==> config.mk <==
export PLATFORM = sky130hd
export DESIGN_NAME = codepage_text_transcoder
export DESIGN_NICKNAME = d
export VERILOG_FILES = /design/src/rtl/core/ctt_pkg.sv /design/src/rtl/core/ctt_decode.sv /design/src/rtl/core/ctt_queue.sv /design/src/rtl/core/ctt_encode.sv /design/src/rtl/core/codepage_text_transcoder.sv
export VERILOG_INCLUDE_DIRS = /design/src /design/src/rtl/core
export SDC_FILE = /design/constraint.sdc
export NUM_CORES = 1
export LEC_CHECK = 0
export BUFFER_PORTS_ARGS = -buffer_cell sky130_fd_sc_hd__buf_4
export CAP_MARGIN = 20
export CORE_UTILIZATION = 50
export CTS_BUF_LIST = sky130_fd_sc_hd__clkbuf_16
export DETAILED_ROUTE_END_ITERATION = 10
export PLACE_DENSITY = 0.74
export SLEW_MARGIN = 20
export SYNTH_ARGS = -nofsm -noshare
export SYNTH_HDL_FRONTEND = slang
export SYNTH_SLANG_ARGS = --single-unit
==> constraint.sdc <==
create_clock -name clk_i -period 3.14 [get_ports clk_i]
set_clock_uncertainty 0.05 [all_clocks]
set_input_delay 0.785 -clock clk_i [delete_from_list [all_inputs] [get_ports clk_i]]
set_output_delay 0.785 -clock clk_i [all_outputs]
set_load 0.01 [all_outputs]
==> src/rtl/core/codepage_text_transcoder_assert.svh <==
// ----------------------------------------------------------------------------
// Assertion macros for the code page text transcoder
// Concurrent checks on clk_i, disabled while rst_ni is low; empty in synthesis.
// ----------------------------------------------------------------------------
`ifndef CODEPAGE_TEXT_TRANSCODER_ASSERT_SVH
`define CODEPAGE_TEXT_TRANSCODER_ASSERT_SVH

`ifndef SYNTHESIS
// Check that a property holds at every clock edge out of reset
`define CTT_ASSERT(lbl, prop, msg) \
  lbl: assert property (@(posedge clk_i) disable iff (!rst_ni) (prop)) \
    else $error(msg);
// Check that a condition never holds
`define CTT_ASSERT_NEVER(lbl, cond, msg) \
  lbl: assert property (@(posedge clk_i) disable iff (!rst_ni) !(cond)) \
    else $error(msg);
`else
`define CTT_ASSERT(lbl, prop, msg)
`define CTT_ASSERT_NEVER(lbl, cond, msg)
`endif

`endif

==> src/rtl/core/ctt_pkg.sv <==
// ----------------------------------------------------------------------------
// ctt_pkg
// Shared types, code page constants and character mapping functions.
// ----------------------------------------------------------------------------
package ctt_pkg;

  localparam int unsigned CFG_IDX_W  = 2;
  localparam int unsigned CFG_DATA_W = 3;

  // Register indexes
  localparam logic [CFG_IDX_W-1:0] REG_IN_PAGE  = 2'd0;
  localparam logic [CFG_IDX_W-1:0] REG_OUT_PAGE = 2'd1;

  // Input pages
  localparam logic [1:0] IN_RAW    = 2'd0;
  localparam logic [1:0] IN_CP1251 = 2'd1;
  localparam logic [1:0] IN_UTF8   = 2'd2;
  localparam logic [1:0] IN_U16LE  = 2'd3;

  // Output pages
  localparam logic [2:0] OUT_RAW    = 3'd0;
  localparam logic [2:0] OUT_CP1251 = 3'd1;
  localparam logic [2:0] OUT_UTF8   = 3'd2;
  localparam logic [2:0] OUT_U16LE  = 3'd3;
  localparam logic [2:0] OUT_U16BE  = 3'd4;

  // CP1251 Cyrillic block and Ukrainian letters
  localparam logic [7:0]  CP_CYR_LOW = 8'hC0;
  localparam logic [15:0] UC_CYR_LOW = 16'h0410;
  localparam logic [15:0] UC_CYR_HI  = 16'h044F;
  localparam logic [7:0]  CP_I_UP    = 8'hB2;
  localparam logic [7:0]  CP_YI_UP   = 8'hAF;
  localparam logic [7:0]  CP_I_LO    = 8'hB3;
  localparam logic [7:0]  CP_YI_LO   = 8'hBF;
  localparam logic [15:0] UC_I_UP    = 16'h0406;
  localparam logic [15:0] UC_YI_UP   = 16'h0407;
  localparam logic [15:0] UC_I_LO    = 16'h0456;
  localparam logic [15:0] UC_YI_LO   = 16'h0457;

  // UTF-8 lead byte ranges and continuation offset
  localparam logic [7:0]  U8_LEAD2_LO = 8'd192;
  localparam logic [7:0]  U8_LEAD2_HI = 8'd223;
  localparam logic [7:0]  U8_LEAD3_LO = 8'd224;
  localparam logic [7:0]  U8_LEAD3_HI = 8'd239;
  localparam logic [15:0] U8_CONT     = 16'd128;
  localparam logic [15:0] U8_ONE_LIM  = 16'd128;
  localparam logic [15:0] U8_TWO_LIM  = 16'd2048;

  // Configuration write
  typedef struct packed {
    logic                  we;
    logic [CFG_IDX_W-1:0]  idx;
    logic [CFG_DATA_W-1:0] data;
  } cfg_t;

  // One decoded code point
  typedef struct packed {
    logic        valid;
    logic [15:0] point;
  } cp_word_t;

  function automatic logic [15:0] from_cp1251(logic [7:0] b);
    logic [15:0] r;
    if (b >= CP_CYR_LOW) begin
      r = UC_CYR_LOW + {8'h00, b} - {8'h00, CP_CYR_LOW};
    end else begin
      case (b)
        CP_I_UP:  r = UC_I_UP;
        CP_YI_UP: r = UC_YI_UP;
        CP_I_LO:  r = UC_I_LO;
        CP_YI_LO: r = UC_YI_LO;
        default:  r = {8'h00, b};
      endcase
    end
    return r;
  endfunction

  function automatic logic [7:0] to_cp1251(logic [15:0] cp);
    logic [15:0] t;
    logic [7:0]  r;
    t = cp - UC_CYR_LOW + {8'h00, CP_CYR_LOW};
    if (cp >= UC_CYR_LOW && cp <= UC_CYR_HI) begin
      r = t[7:0];
    end else begin
      case (cp)
        UC_I_UP:  r = CP_I_UP;
        UC_YI_UP: r = CP_YI_UP;
        UC_I_LO:  r = CP_I_LO;
        UC_YI_LO: r = CP_YI_LO;
        default:  r = cp[7:0];
      endcase
    end
    return r;
  endfunction

endpackage

==> src/rtl/core/ctt_decode.sv <==
// ----------------------------------------------------------------------------
// ctt_decode
// Front end: accepts input words, gathers multi-byte characters and
// pushes each finished code point into the queue.
// ----------------------------------------------------------------------------
module ctt_decode (
  input  logic              clk_i,
  input  logic              rst_ni,
  input  ctt_pkg::cfg_t     cfg_i,
  input  logic              in_valid_i,
  output logic              in_stall_o,
  input  logic [7:0]        in_byte_i,
  input  logic              q_full_i,
  output ctt_pkg::cp_word_t push_o
);
  import ctt_pkg::*;

  logic [1:0]  in_page_q;
  logic [15:0] part_q, part_d;
  logic [1:0]  pend_q, pend_d;
  logic        accept;
  logic        cfg_in_wr;
  logic [15:0] b16;
  logic [15:0] cont;
  logic [15:0] point;
  logic        emit;

  assign in_stall_o = q_full_i;
  assign accept     = in_valid_i && !q_full_i;
  assign cfg_in_wr  = cfg_i.we && (cfg_i.idx == REG_IN_PAGE);
  assign b16        = {8'h00, in_byte_i};
  assign cont       = b16 - U8_CONT;

  // Classify the word and advance the partial character
  always_comb begin
    part_d = part_q;
    pend_d = pend_q;
    point  = b16;
    emit   = 1'b0;
    if (pend_q != 2'd0) begin
      if (in_page_q == IN_U16LE) begin
        point  = part_q | {in_byte_i, 8'h00};
        emit   = 1'b1;
        part_d = '0;
        pend_d = 2'd0;
      end else if (pend_q == 2'd2) begin
        part_d = part_q + {cont[9:0], 6'b0};
        pend_d = 2'd1;
      end else begin
        point  = part_q + cont;
        emit   = 1'b1;
        part_d = '0;
        pend_d = 2'd0;
      end
    end else begin
      case (in_page_q)
        IN_CP1251: begin
          point = from_cp1251(in_byte_i);
          emit  = 1'b1;
        end
        IN_UTF8: begin
          if (in_byte_i >= U8_LEAD2_LO && in_byte_i <= U8_LEAD2_HI) begin
            part_d = {5'b0, in_byte_i[4:0], 6'b0};
            pend_d = 2'd1;
          end else if (in_byte_i >= U8_LEAD3_LO && in_byte_i <= U8_LEAD3_HI) begin
            part_d = {in_byte_i[3:0], 12'b0};
            pend_d = 2'd2;
          end else begin
            emit = 1'b1;
          end
        end
        IN_U16LE: begin
          part_d = b16;
          pend_d = 2'd1;
        end
        default: begin
          emit = 1'b1;
        end
      endcase
    end
  end

  assign push_o.valid = accept && emit;
  assign push_o.point = point;

  // Hold page and partial character; a page write drops any partial one
  always_ff @(posedge clk_i or negedge rst_ni) begin
    if (!rst_ni) begin
      in_page_q <= IN_RAW;
      part_q    <= '0;
      pend_q    <= 2'd0;
    end else if (cfg_in_wr) begin
      in_page_q <= cfg_i.data[1:0];
      part_q    <= '0;
      pend_q    <= 2'd0;
    end else if (accept) begin
      part_q    <= part_d;
      pend_q    <= pend_d;
    end
  end

endmodule

==> src/rtl/core/ctt_queue.sv <==
// ----------------------------------------------------------------------------
// ctt_queue
// Two-entry code point queue between the decoder and the encoder.
// ----------------------------------------------------------------------------
`include "codepage_text_transcoder_assert.svh"

module ctt_queue (
  input  logic              clk_i,
  input  logic              rst_ni,
  input  ctt_pkg::cp_word_t push_i,
  output logic              full_o,
  output ctt_pkg::cp_word_t head_o,
  input  logic              pop_i
);
  import ctt_pkg::*;

  logic [1:0][15:0] mem_q;
  logic             wr_ptr_q;
  logic             rd_ptr_q;
  logic [1:0]       cnt_q;

  assign full_o       = (cnt_q == 2'd2);
  assign head_o.valid = (cnt_q != 2'd0);
  assign head_o.point = mem_q[rd_ptr_q];

  // Store pushed entries
  always_ff @(posedge clk_i) begin
    if (push_i.valid) begin
      mem_q[wr_ptr_q] <= push_i.point;
    end
  end

  // Advance pointers and fill count
  always_ff @(posedge clk_i or negedge rst_ni) begin
    if (!rst_ni) begin
      wr_ptr_q <= 1'b0;
      rd_ptr_q <= 1'b0;
      cnt_q    <= 2'd0;
    end else begin
      if (push_i.valid) wr_ptr_q <= ~wr_ptr_q;
      if (pop_i)        rd_ptr_q <= ~rd_ptr_q;
      if (push_i.valid && !pop_i) begin
        cnt_q <= cnt_q + 2'd1;
      end else if (pop_i && !push_i.valid) begin
        cnt_q <= cnt_q - 2'd1;
      end
    end
  end

  `CTT_ASSERT_NEVER(a_push_full, push_i.valid && full_o, "push into full queue")
  `CTT_ASSERT_NEVER(a_pop_empty, pop_i && !head_o.valid, "pop from empty queue")
  `CTT_ASSERT(a_ptr_cnt, (cnt_q == 2'd1) == (wr_ptr_q != rd_ptr_q), "pointers and count disagree")

endmodule

==> src/rtl/core/ctt_encode.sv <==
// ----------------------------------------------------------------------------
// ctt_encode
// Back end: takes a code point from the queue, encodes it in the output
// page and sends its one to three bytes, one word per cycle unless stalled.
// ----------------------------------------------------------------------------
`include "codepage_text_transcoder_assert.svh"

module ctt_encode (
  input  logic              clk_i,
  input  logic              rst_ni,
  input  ctt_pkg::cfg_t     cfg_i,
  input  ctt_pkg::cp_word_t head_i,
  output logic              pop_o,
  output logic              out_valid_o,
  input  logic              out_stall_i,
  output logic [7:0]        out_byte_o,
  output logic              char_done_o
);
  import ctt_pkg::*;

  logic [2:0]      out_page_q;
  logic            busy_q;
  logic [1:0]      idx_q;
  logic [1:0]      last_q;
  logic [2:0][7:0] bytes_q;
  logic [2:0][7:0] enc_bytes;
  logic [1:0]      enc_last;
  logic            take;
  logic            at_last;
  logic            load;
  logic [15:0]     cp;

  assign cp = head_i.point;

  // Encode the head code point
  always_comb begin
    enc_bytes = '0;
    enc_last  = 2'd0;
    case (out_page_q)
      OUT_CP1251: begin
        enc_bytes[0] = to_cp1251(cp);
      end
      OUT_UTF8: begin
        if (cp < U8_ONE_LIM) begin
          enc_bytes[0] = cp[7:0];
        end else if (cp < U8_TWO_LIM) begin
          enc_bytes[0] = {3'b110, cp[10:6]};
          enc_bytes[1] = {2'b10, cp[5:0]};
          enc_last     = 2'd1;
        end else begin
          enc_bytes[0] = {4'b1110, cp[15:12]};
          enc_bytes[1] = {2'b10, cp[11:6]};
          enc_bytes[2] = {2'b10, cp[5:0]};
          enc_last     = 2'd2;
        end
      end
      OUT_U16LE: begin
        enc_bytes[0] = cp[7:0];
        enc_bytes[1] = cp[15:8];
        enc_last     = 2'd1;
      end
      OUT_U16BE: begin
        enc_bytes[0] = cp[15:8];
        enc_bytes[1] = cp[7:0];
        enc_last     = 2'd1;
      end
      default: begin
        enc_bytes[0] = cp[7:0];
      end
    endcase
  end

  assign take    = busy_q && !out_stall_i;
  assign at_last = (idx_q == last_q);
  assign load    = head_i.valid && (!busy_q || (take && at_last));
  assign pop_o   = load;

  assign out_valid_o = busy_q;
  assign out_byte_o  = bytes_q[idx_q];
  assign char_done_o = at_last;

  // Hold encoded bytes of the current character
  always_ff @(posedge clk_i) begin
    if (load) begin
      bytes_q <= enc_bytes;
      last_q  <= enc_last;
    end
  end

  // Step through the bytes and refill from the queue
  always_ff @(posedge clk_i or negedge rst_ni) begin
    if (!rst_ni) begin
      busy_q <= 1'b0;
      idx_q  <= 2'd0;
    end else if (load) begin
      busy_q <= 1'b1;
      idx_q  <= 2'd0;
    end else if (take) begin
      if (at_last) begin
        busy_q <= 1'b0;
      end else begin
        idx_q  <= idx_q + 2'd1;
      end
    end
  end

  // Output page register
  always_ff @(posedge clk_i or negedge rst_ni) begin
    if (!rst_ni) begin
      out_page_q <= OUT_RAW;
    end else if (cfg_i.we && (cfg_i.idx == REG_OUT_PAGE)) begin
      out_page_q <= cfg_i.data;
    end
  end

  `CTT_ASSERT(a_idx_range, busy_q |-> (idx_q <= last_q), "byte index past last byte")
  `CTT_ASSERT(a_mid_char, (take && !at_last) |=> (busy_q && idx_q == $past(idx_q) + 2'd1), "character cut short")
  `CTT_ASSERT(a_load_first, load |=> (busy_q && idx_q == 2'd0), "new character not started at first byte")

endmodule

==> src/rtl/core/codepage_text_transcoder.sv <==
// ----------------------------------------------------------------------------
// codepage_text_transcoder
// Re-encodes a byte stream from one text code page into another.
// ----------------------------------------------------------------------------
// The block takes one input word (text byte) per cycle while its two-entry
// code point queue has room, and sends one output word per cycle while the
// output is not stalled. Input pages are raw, CP1251, UTF-8 (up to three
// bytes) and UTF-16LE; output pages are raw, CP1251, UTF-8, UTF-16LE and
// UTF-16BE. The encoder holds one character in its output byte register and
// sends its one to three output bytes in turn, so multi-byte output fills
// the queue and holds back input. The first output word of a character
// passes the queue and the encoder's byte register after its last input
// word is accepted. Write in_page only while idle; doing so drops a partly
// received character. Writes to unused indexes are ignored.
module codepage_text_transcoder (
  input  logic                           clk_i,
  input  logic                           rst_ni,
  input  logic                           cfg_we_i,
  input  logic [ctt_pkg::CFG_IDX_W-1:0]  cfg_idx_i,
  input  logic [ctt_pkg::CFG_DATA_W-1:0] cfg_data_i,
  input  logic                           in_valid_i,
  output logic                           in_stall_o,
  input  logic [7:0]                     in_byte_i,
  output logic                           out_valid_o,
  input  logic                           out_stall_i,
  output logic [7:0]                     out_byte_o,
  output logic                           char_done_o
);
  import ctt_pkg::*;

  cfg_t     cfg;
  cp_word_t push;
  cp_word_t head;
  logic     q_full;
  logic     pop;

  // Bundle the configuration write
  assign cfg.we   = cfg_we_i;
  assign cfg.idx  = cfg_idx_i;
  assign cfg.data = cfg_data_i;

  ctt_decode u_decode (
    .clk_i      (clk_i),
    .rst_ni     (rst_ni),
    .cfg_i      (cfg),
    .in_valid_i (in_valid_i),
    .in_stall_o (in_stall_o),
    .in_byte_i  (in_byte_i),
    .q_full_i   (q_full),
    .push_o     (push)
  );

  ctt_queue u_queue (
    .clk_i  (clk_i),
    .rst_ni (rst_ni),
    .push_i (push),
    .full_o (q_full),
    .head_o (head),
    .pop_i  (pop)
  );

  ctt_encode u_encode (
    .clk_i       (clk_i),
    .rst_ni      (rst_ni),
    .cfg_i       (cfg),
    .head_i      (head),
    .pop_o       (pop),
    .out_valid_o (out_valid_o),
    .out_stall_i (out_stall_i),
    .out_byte_o  (out_byte_o),
    .char_done_o (char_done_o)
  );

endmodule

==> out/metrics.yaml, run 1 <==
clocking:
  clock_tree.buffer_depth: 2
  post_cts_resized: 0
  clk_root_buffer_cell: "clkbuf_16"
  clk_latency_ps: 350
  cts.sinks: 87
  cts_max_level: 3
  cts_hold_buffers: 0
  cts_buffers: 9
  clkTransAtPathRegs_ps: 60
  cts_setup_buffers: 0
  cts_tree: "yes"
power:
  power.total_uw: 6530
  p_sw_uw: 2760
  power_leakage_uw: 0.00283
  swShare_pct: 42.3
  cellInternalPower_uw: 3770
  pwr-share-comb_pct: 51.4
  clkPwrFrac_pct: 16.3
  power_frac_seq_pct: 32.3
  powerDensity_nw_per_um2: 923
  vdd_drop_max_mv: 0.436
place:
  portBuffers: 28
  hpwlAfterDp_mm: 12.8
  place_congestion: 0.971
  dp_cells: 865
  dpl_cell_area_um2: 6790
routing:
  wire_per_inst_um: 18.8
  routed_wl_mm: 16.6
  ant_nets: 0
  drc: 0
  drt_first_pass_iters: 5
  via_per_inst: 6.10
  via_count: 5374
  drt_iter0_markers: 485
logic_synthesis:
  ys_types: 71
  synth-seq-area-share_pct: 39.3
  synthFlopType: "edfxtp_1"
  yosysWarnings: 0
  syn_nets: 724
  syn_area_um2: 6270
  synth-edff-count: 57
  async_reset_ff_share_pct: 34.5
  syn_area_per_cell_um2: 9.33
  netlist_instances: 672
  synth-seq-cells: 87
floorplanning:
  die_w_um: 114
  die-area_um2: 13000
  die_height_um: 114
  num_rows: 40
  io_pins: 29
  core_um2: 12100
  start_util_pct: 51.7
layout:
  final_common_cell: "nand2_1"
  nNetsFinal: 760
  layout_common_cells: "nand2_1 (71), edfxtp_1 (57), o21ai_0 (55)"
  fillers: 1088
  antenna_cells: 0
  areaGrowthSynthToFinish_pct: 12.9
  stdcell_count: 881
  drive_gt1_share_pct: 13.2
  final_area_um2: 7080
critical_path:
  cp-start-kind: "primary input"
  required_ps: 3240
  cp_max_fo: 4
  r2r_end: "u_queue.mem_q[30]"
  r2r_cells: 8
  reg2reg_slack_ps: 430
  crit_arrival_ps: 2940
  rr_startpoint: "u_decode.part_q[0]"
  critPathKind: "primary input to flop"
  endpoint_kind: "flop"
global_route:
  grt_max_degree: 39
  antenna_found_initial: 0
  grt_pass1_vias: 5287
  grt_overflow: 0
  grt_usage_pct: 27.0
  grt_pass1_wl_mm: 27.0
worst_hold_path:
  holdCritPathClass: "primary input to async pin"
sta:
  tns_ps: 0
  holdWs_ps: 323
  rsz0062_at_grt: "no"
  finalHoldViolCount: 0
  finalCritPeriodShare_pct: 90.2
  min_period_ps: 2830
  tightestPinTransition_ps: 760
  finalSetupViolCount: 0
  maxSlewHeadroom_pct: 49.0
  final_max_slew_viol_count: 0
  max_freq_ghz: 0.353
flow_run:
  cap_violations: 0
run_status:
  status: "finished, final reports clean"
kinds of logic (layout without fill, tap and decap cells):
group           count (synthesis)  count (layout)  synth area share (%)
buf+inv                        63             104                  3.99
flops                          87              87                  39.3
compound gates                209             209                  22.2
fa+ha+maj                      34              34                  7.03
mux                            47              47                  7.77
simple gates                  202             202                  15.5
xor+xnor                       30              30                  4.19
routing by layer:
layer | GRT usage (%) | up-vias | routed length, um
met5 | 0 | - | 0
met4 | 11.9 | 0 | 503
met3 | 4.30 | 40 | 767
met2 | 48.0 | 178 | 8240
met1 | 32.2 | 2580 | 7090
li1 | - | 2576 | -
stage by stage:
step,utilization (%),worst slack [ps]
finish,58.4,307
global route,58.4,110
CTS,58.4,339
floorplan,-,147
detailed placement,56.0,-33.8
global placement,56.0,71.6
power groups by stage:
stage | clock network, uW | registers [uW] | logic (uW)
after floorplan | 0 | 1960 | 2410
after global placement | 0 | 2110 | 3240
after detailed placement | 0 | 2130 | 3310
after CTS | 1080 | 2110 | 3340
after global routing | 1120 | 2160 | 3690
final | 1060 | 2110 | 3360
sequential cells by signal (all words and copies together) (netlist names):
name and count:
u_encode.last_q 2, u_queue.wr_ptr_q 1, u_decode.in_page_q 2, u_encode.out_page_q 3, u_decode.pend_q 2, u_queue.cnt_q 2, u_encode.out_valid_o 1, u_decode.part_q 16
u_encode.idx_q 2, u_queue.mem_q 32, u_queue.rd_ptr_q 1, u_encode.bytes_q 23
layout make-up:
type                    count  area, um2  share of cell area (%)
clock buffers               9        225                    3.18
clock inverters             7       65.1                   0.919
inverters                  34        128                    1.80
multi-input cells         522       3560                    50.3
flip-flops and latches     87       2460                    34.8
well taps                 168        210                    2.97
repair buffers             54        430                    6.08
cells in the mapped netlist, types with 6 or more instances:
| cell type | instances | share of area (%) |
|---|---|---|
| nand2_1 | 71 | 4.3 |
| edfxtp_1 | 57 | 27 |
| o21ai_0 | 55 | 4.4 |
| nor2_1 | 54 | 3.2 |
| a21oi_1 | 41 | 3.3 |
| inv_1 | 34 | 2.0 |
| mux2i_1 | 34 | 5.4 |
| ha_1 | 32 | 6.4 |
| dfrtp_1 | 30 | 12 |
| clkbuf_1 | 22 | 1.3 |
| xnor2_1 | 16 | 2.2 |
| xor2_1 | 14 | 2.0 |
| a21o_1 | 13 | 1.6 |
| nor3_1 | 13 | 1.0 |
| mux2_2 | 12 | 2.2 |
| o22ai_1 | 11 | 1.1 |
| nor2b_1 | 10 | 1.0 |
| o211ai_1 | 10 | 1.2 |
| a31oi_1 | 9 | 0.90 |
| nand3_1 | 9 | 0.72 |
| nor3b_1 | 8 | 0.96 |
| and2_1 | 7 | 0.70 |
| o21a_1 | 7 | 0.84 |
| o221ai_1 | 7 | 0.98 |
| nand2b_1 | 6 | 0.60 |
worst max-delay path: stages:
cell      delay (ps)
buf_4            120
ha_1             230
fa_1             430
a21oi_1          230
o211ai_1         270
o211ai_1         250
a21oi_1          100
mux2_2           270
o21ai_0          260
how the worst max path moves through the flow:
| stage | end | cells after the start | from | slack (ps) |
|---|---|---|---|---|
| detailed placement | u_queue.mem_q[30] | 9 | in_byte_i[0] | -30 |
| finish | u_queue.mem_q[30] | 9 | in_byte_i[0] | 310 |
| global placement | u_queue.mem_q[12] | 9 | in_byte_i[0] | 70 |
| CTS | u_queue.mem_q[30] | 9 | in_byte_i[0] | 340 |
| floorplan | u_queue.mem_q[12] | 9 | in_byte_i[7] | 150 |
| global route | u_queue.mem_q[15] | 7 | in_byte_i[6] | 110 |
Power figures use the tool's default switching activity.
==> run 2: changes to the inputs <==
--- a/config.mk
+++ b/config.mk
@@ -6,12 +6,13 @@
 export SDC_FILE = /design/constraint.sdc
 export NUM_CORES = 1
 export LEC_CHECK = 0
+export ABC_AREA = 1
 export BUFFER_PORTS_ARGS = -buffer_cell sky130_fd_sc_hd__buf_4
 export CAP_MARGIN = 20
-export CORE_UTILIZATION = 50
+export CORE_UTILIZATION = 57
 export CTS_BUF_LIST = sky130_fd_sc_hd__clkbuf_16
 export DETAILED_ROUTE_END_ITERATION = 10
-export PLACE_DENSITY = 0.74
+export PLACE_DENSITY = 0.82
 export SLEW_MARGIN = 20
 export SYNTH_ARGS = -nofsm -noshare
 export SYNTH_HDL_FRONTEND = slang
==> out/metrics.yaml, run 2 <==
logic_synthesis:
  synth-seq-area-share_pct: 37.1  # -2.2 points
  synth-seq-cells: 87  # unchanged
  ys_top_cells_by_area: "edfxtp_1 (26%), nand2_1 (16%), dfrtp_1 (11%)"
  ys_types: 51  # -28%
  syn_nets: 977  # +35%
  syn_area_per_cell_um2: 7.17  # -23%
  synth-edff-count: 57  # unchanged
  syn_area_um2: 6630  # +5.8%
  yosysWarnings: 0  # unchanged
  synth_top_area_share_pct: 25.8  # -1.5 points
  synthFlopType: "edfxtp_1"
  netlist_instances: 925  # +38%
  async_reset_ff_share_pct: 34.5  # unchanged
  synth_top_cell_by_area: "edfxtp_1"
  synth_most_common_cell: "nand2_1"
  yosys-top-cells-count: "nand2_1 (286), inv_1 (102), nor2_1 (96)"
clocking:
  clk_root_buffer_cell: "clkbuf_16"
  cts_hold_buffers: 0  # unchanged
  cts_tree: "yes"
  cts.sinks: 87  # unchanged
  clock_tree.buffer_depth: 2  # unchanged
  clk_latency_ps: 340  # about the same
  cts_max_level: 3  # unchanged
  clkTransAtPathRegs_ps: 70  # about the same
  cts_setup_buffers: 0  # unchanged
  post_cts_resized: 0  # unchanged
  cts_buffers: 9  # unchanged
global_route:
  grtUsageMet2_pct: 55.8  # +7.8 points
  grt_pass1_vias: 5988  # +13%
  met1_usage_pct: 36.9  # +4.7 points
  antenna_found_initial: 0  # unchanged
  grt_usage_pct: 31.6  # +4.6 points
  grtUsageMet3_pct: 4.21  # -0.095 points
  grt_max_degree: 31  # -21%
  grt_busiest_layer: "met2"
  grt_pass1_wl_mm: 28.7  # +6.4%
  grt_overflow: 0  # unchanged
layout:
  largest_register_ffs: 32  # unchanged
  nNetsFinal: 1013  # +33%
  drive_gt1_share_pct: 10.7  # -2.5 points
  final_common_cell: "nand2_1"
  final_area_um2: 7320  # +3.4%
  layout_common_cells: "nand2_1 (286), inv_1 (104), nor2_1 (96)"
  areaGrowthSynthToFinish_pct: 10.4
  reg.largest.list: "u_queue.mem_q x32, u_encode.bytes_q x23, u_decode.part_q x16"
  top_register: "u_queue.mem_q"
  antenna_cells: 0  # unchanged
floorplanning:
  die-area_um2: 12100  # -7.1%
  io_pins: 29  # unchanged
  die_height_um: 110  # -3.6%
  num_rows: 39  # -2.5%
  die_w_um: 110  # -3.6%
  start_util_pct: 58.3  # +6.6 points
  core_um2: 11400  # -6.1%
critical_path:
  path_cells: "buf_4 -> ha_1 -> fa_1 -> nand3_1 -> nand3_1 -> nand2_1 -> nand2_1 -> o21ai_0 -> o211ai_1 -> nand2_1 -> o21ai_0"
  cp_max_fo: 9  # +5
  cp-start-kind: "primary input"
  critPathMostFrequentCell: "nand2_1"
  required_ps: 3150  # -90 ps
  critPathLaunch: "in_byte_i[0]"
  crit_path_max_incr_delay_ps: 460  # +30 ps
  crit_path_top_delay_cell: "fa_1"
  path_delay_family: "adder cells"
  rr_startpoint: "u_queue.rd_ptr_q"
  critPathKind: "primary input to flop"
  crit_arrival_ps: 2580  # -360 ps
  endpoint_kind: "flop"
  path_buf_inv: 1  # unchanged
place:
  place_congestion: 0.969  # -0.15%
  dpl_cell_area_um2: 7030  # +3.6%
  portBuffers: 28  # unchanged
  hpwlAfterDp_mm: 13.9  # +8.9%
sta:
  max_freq_ghz: 0.388  # +10%
  tightestPinTransition_ps: 888  # +128 ps
  finalSetupViolCount: 0  # unchanged
  finalCritPeriodShare_pct: 82.0  # -8.2 points
  rsz0062_at_grt: "no"
  tns_ps: 0  # unchanged
  final_max_slew_viol_count: 0  # unchanged
  finalHoldViolCount: 0  # unchanged
  maxSlewHeadroom_pct: 40.3  # -8.6 points
  min_period_ps: 2580  # -258 ps
power:
  clkPwrFrac_pct: 15.3  # -1.0 points
  pwr-share-comb_pct: 54.3  # +2.9 points
  powerDensity_nw_per_um2: 941  # +2.0%
  p_sw_uw: 3220  # +17%
  power_frac_seq_pct: 30.4  # -1.9 points
  power_leakage_uw: 0.00360  # +27%
  vdd_drop_max_mv: 0.619  # +42%
  cellInternalPower_uw: 3670  # -2.6%
  swShare_pct: 46.7  # +4.4 points
routing:
  drt_iter0_markers: 487  # +0.41%
  via_count: 6349  # +18%
  routed_wl_mm: 18.0  # +8.4%
  via_per_inst: 5.72  # -6.1%
  drc: 0  # unchanged
  wire_per_inst_um: 16.2  # -14%
  drt_first_pass_iters: 7  # +2
  ant_nets: 0  # unchanged
worst_hold_path:
  holdCritPathClass: "primary input to async pin"
flow_run:
  cap_violations: 0  # unchanged
run_status:
  status: "finished, final reports clean"
-- run 2: logic make-up (layout without fill, tap and decap cells) --
family                     after synthesis  count (layout)  synth area share, %
DFF                                     87              87                 37.1
xor gates and xnor gates                12              12                 1.59
and+or+nand+nor                        505             505                 32.9
buffers and inverters                  126             167                 7.76
AOI/OAI and AO/OA                      160             160                 13.9
adders and majority gates               34              34                 6.64
muxes                                    1               1                0.151
-- run 2: final timing paths --
path                                        to  slack, ps  cells after the start
setup / recovery              u_queue.mem_q[6]        560                     11
hold / removal               u_encode.idx_q[0]        310                      1
setup reg to reg           u_encode.bytes_q[5]        570                     12
hold reg to reg            u_decode.part_q[15]        450                      2
max in group asynchronous     u_queue.rd_ptr_q       2450                      1
min in group clk_i         u_decode.part_q[15]        450                      2
-- run 2: layout make-up --
class | instances | area (um2)
Clock inverter | 7 | 65.1
Timing Repair Buffer | 44 | 330
Clock buffer | 9 | 225
Sequential cell | 87 | 2460
Inverter | 107 | 407
Multi-Input combinational cell | 712 | 3650
Fill cell | 1004 | 4050
Tap cell | 143 | 179
-- run 2: per-stage QoR --
stage          hold WS, ps  util (%)  worst slack (ps)  std cells  power, uW
3_3_place_gp           417      61.8               271       1093       5740
5_1_grt                334      64.4               359       1109       7450
2_1_floorplan          399         -               232        925       4670
4_1_cts                311      64.4               529       1109       6860
3_5_place_dp           441      61.8               240       1093       5800
6_report               307      64.4               564       1109       6890
-- run 2: layer usage --
layer | vias up | wire (um)
met2 | 255 | 8920
met3 | 75 | 1040
met1 | 2865 | 7140
met5 | - | 0
li1 | 3154 | -
met4 | 0 | 888
-- run 2: power by group through the flow --
| stage | Sequential [uW] | Combinational [uW] | Clock, uW |
|---|---|---|---|
| 6_report | 2090 | 3740 | 1060 |
| 5_1_grt | 2140 | 4200 | 1110 |
| 4_1_cts | 2090 | 3710 | 1060 |
| 3_3_place_gp | 2090 | 3640 | 0 |
| 3_5_place_dp | 2110 | 3690 | 0 |
| 2_1_floorplan | 1990 | 2670 | 0 |
==> run 3: changes to the inputs <==
--- a/config.mk
+++ b/config.mk
@@ -6,13 +6,13 @@
 export SDC_FILE = /design/constraint.sdc
 export NUM_CORES = 1
 export LEC_CHECK = 0
-export ABC_AREA = 1
+export ABC_AREA = 0
 export BUFFER_PORTS_ARGS = -buffer_cell sky130_fd_sc_hd__buf_4
 export CAP_MARGIN = 20
-export CORE_UTILIZATION = 57
+export CORE_UTILIZATION = 63
 export CTS_BUF_LIST = sky130_fd_sc_hd__clkbuf_16
 export DETAILED_ROUTE_END_ITERATION = 10
-export PLACE_DENSITY = 0.82
+export PLACE_DENSITY = 0.85
 export SLEW_MARGIN = 20
 export SYNTH_ARGS = -nofsm -noshare
 export SYNTH_HDL_FRONTEND = slang
==> constraint.sdc (replaced) <==
create_clock -name clk_i -period 2.4 [get_ports clk_i]
set_clock_uncertainty 0.05 [all_clocks]
set_input_delay 0.6 -clock clk_i [delete_from_list [all_inputs] [get_ports clk_i]]
set_output_delay 0.6 -clock clk_i [all_outputs]
set_load 0.01 [all_outputs]
==> out/metrics.yaml, run 3 (synthesis gave the netlist of run 1 again) <==
run_status:
  status: "finished with violations"
  violations: "negative setup slack"
place:
  portBuffers: 28  # unchanged
  hpwlAfterDp_mm: 14.3  # +2.8%
  place_congestion: 1.01  # +4.1%
clocking:
  clk_root_buffer_cell: "clkbuf_16"
  cts_buffers: 9  # unchanged
  clk_latency_ps: 350  # about the same
  clkTransAtPathRegs_ps: 70  # about the same
  cts_max_level: 3  # unchanged
  cts.sinks: 87  # unchanged
  clock_tree.buffer_depth: 2  # unchanged
  cts_tree: "yes"
global_route:
  grt_pass1_wl_mm: 29.2  # +1.7%
  grt_pass1_vias: 6014  # +0.43%
  grt_max_degree: 32  # +3.2%
  grtUsageMet3_pct: 7.80  # +3.6 points
  grt_overflow: 0  # unchanged
  grtUsageMet2_pct: 66.5  # +11 points
  grt_busiest_layer: "met2"
  grt_usage_pct: 37.6  # +6.0 points
  antenna_found_initial: 0  # unchanged
  met1_usage_pct: 41.9  # +4.9 points
critical_path:
  critPathKind: "flop to flop"
  endpoint_kind: "flop"
  required_ps: 2440  # -710 ps
  cp-start-kind: "flop"
  cp_max_fo: 4  # -5
  crit_arrival_ps: 2590  # about the same
sta:
  rsz0062_at_grt: "yes"
  holdWs_ps: 136  # -171 ps
  finalSetupViolCount: 5  # +5
  final_max_slew_viol_count: 0  # unchanged
  tightestPinTransition_ps: 661  # -227 ps
  tns_ps: -394  # -394 ps
  max_freq_ghz: 0.392
  worst_slack_ps: -153  # -718 ps
  finalHoldViolCount: 0  # unchanged
  maxSlewHeadroom_pct: 55.6  # +15 points
  finalCritPeriodShare_pct: 106
  min_period_ps: 2550
layout:
  antenna_cells: 0  # unchanged
  layout_common_cells: "buf_4 (162), nand2_1 (70), edfxtp_1 (57)"
  final_common_cell: "buf_4"
  drive_gt1_share_pct: 31.1  # +20 points
  reg.largest.list: "u_queue.mem_q x32, u_encode.bytes_q x23, u_decode.part_q x16"
  post-route-util_pct: 85.4  # +21 points
  multiInputGateArea_um2: 3860  # +5.7%
  top_register: "u_queue.mem_q"
  fillers: 538  # -46%
  areaGrowthSynthToFinish_pct: 32.6
  nNetsFinal: 876  # -14%
  regArea_um2: 2460  # about the same
  largest_register_ffs: 32  # unchanged
floorplanning:
  die_height_um: 102  # -7.4%
  start_util_pct: 64.4  # +6.1 points
  io_pins: 29  # unchanged
  die-area_um2: 10400  # -14%
  num_rows: 36  # -7.7%
  core_um2: 9730  # -14%
  die_w_um: 102  # -7.4%
power:
  power_leakage_uw: 0.00350  # -2.9%
  vdd_drop_max_mv: 0.688  # +11%
  power.total_uw: 10300  # +49%
  powerDensity_nw_per_um2: 1230  # +31%
routing:
  via_per_inst: 6.45  # +13%
  routed_wl_mm: 19.5  # +8.3%
  wire_per_inst_um: 20.3  # +25%
  via_count: 6203  # -2.3%
  ant_nets: 0  # unchanged
  drc: 0  # unchanged
  drt_first_pass_iters: 7  # unchanged
  drt_iter0_markers: 651  # +34%
worst_hold_path:
  holdCritPathClass: "primary input to async pin"
flow_run:
  cap_violations: 0  # unchanged
run 3: final cells by class:
type / count / area share, %
multi-input cells: 522 / 46.4
flip-flops and latches: 87 / 29.6
repair buffers: 170 / 16.2
clock buffers: 13 / 3.91
well taps: 133 / 2.00
inverters: 34 / 1.57
clock inverters: 3 / 0.271
run 3: through the flow:
| stage | cell area, um2 | cells | setup slack [ps] |
|---|---|---|---|
| 2_1_floorplan | 6370 | 672 | -309 |
| 3_3_place_gp | 7610 | 933 | -338 |
| 3_5_place_dp | 7610 | 933 | -397 |
| 4_1_cts | 8060 | 955 | -133 |
| 5_1_grt | 8310 | 962 | -202 |
| 6_report | 8310 | 962 | -153 |
run 3: metal layers:
metal | vias up | wire [um]
met1 | 2905 | 7190
li1 | 2815 | -
met5 | - | 0
met4 | 0 | 1020
met3 | 103 | 1740
met2 | 380 | 9550
run 3: worst paths after layout:
path,startpoint,endpoint,slack (ps),cells past startpoint
setup / recovery,u_queue.rd_ptr_q,u_encode.bytes_q[7],-150,8
hold / removal,rst_ni,u_queue.cnt_q[0],140,1
setup reg to reg,u_queue.rd_ptr_q,u_encode.bytes_q[7],-150,8
hold reg to reg,u_queue.cnt_q[1],u_queue.cnt_q[1],480,1
max in group asynchronous,rst_ni,u_queue.rd_ptr_q,1840,1
min in group clk_i,cfg_data_i[0],u_decode.in_page_q[0],440,3
run 3: what timing repair did:
action                     in CTS  in global routing
pin swaps                       8                 19
hold endpoints to repair        0                  0
buffers inserted                6                  7
setup endpoints to repair      19                 30
gates resized for setup        14                 42
hold buffers                    0                  0
run 3: power by group:
| group | internal, uW | switching (uW) | leakage, uW |
|---|---|---|---|
| logic | 2760 | 3230 | 0.00241 |
| clock network | 960 | 606 | 0.000173 |
| registers | 2310 | 388 | 0.000913 |
run 3: worst max-delay path, cell delays in order (launching register included):
cell     delay, ps
dfrtp_2        460
mux2i_4        380
ha_4           220
nor2b_4        170
o21ai_2         60
o21a_1         160
o21a_4         240
mux2_4         290
a211o_1        260
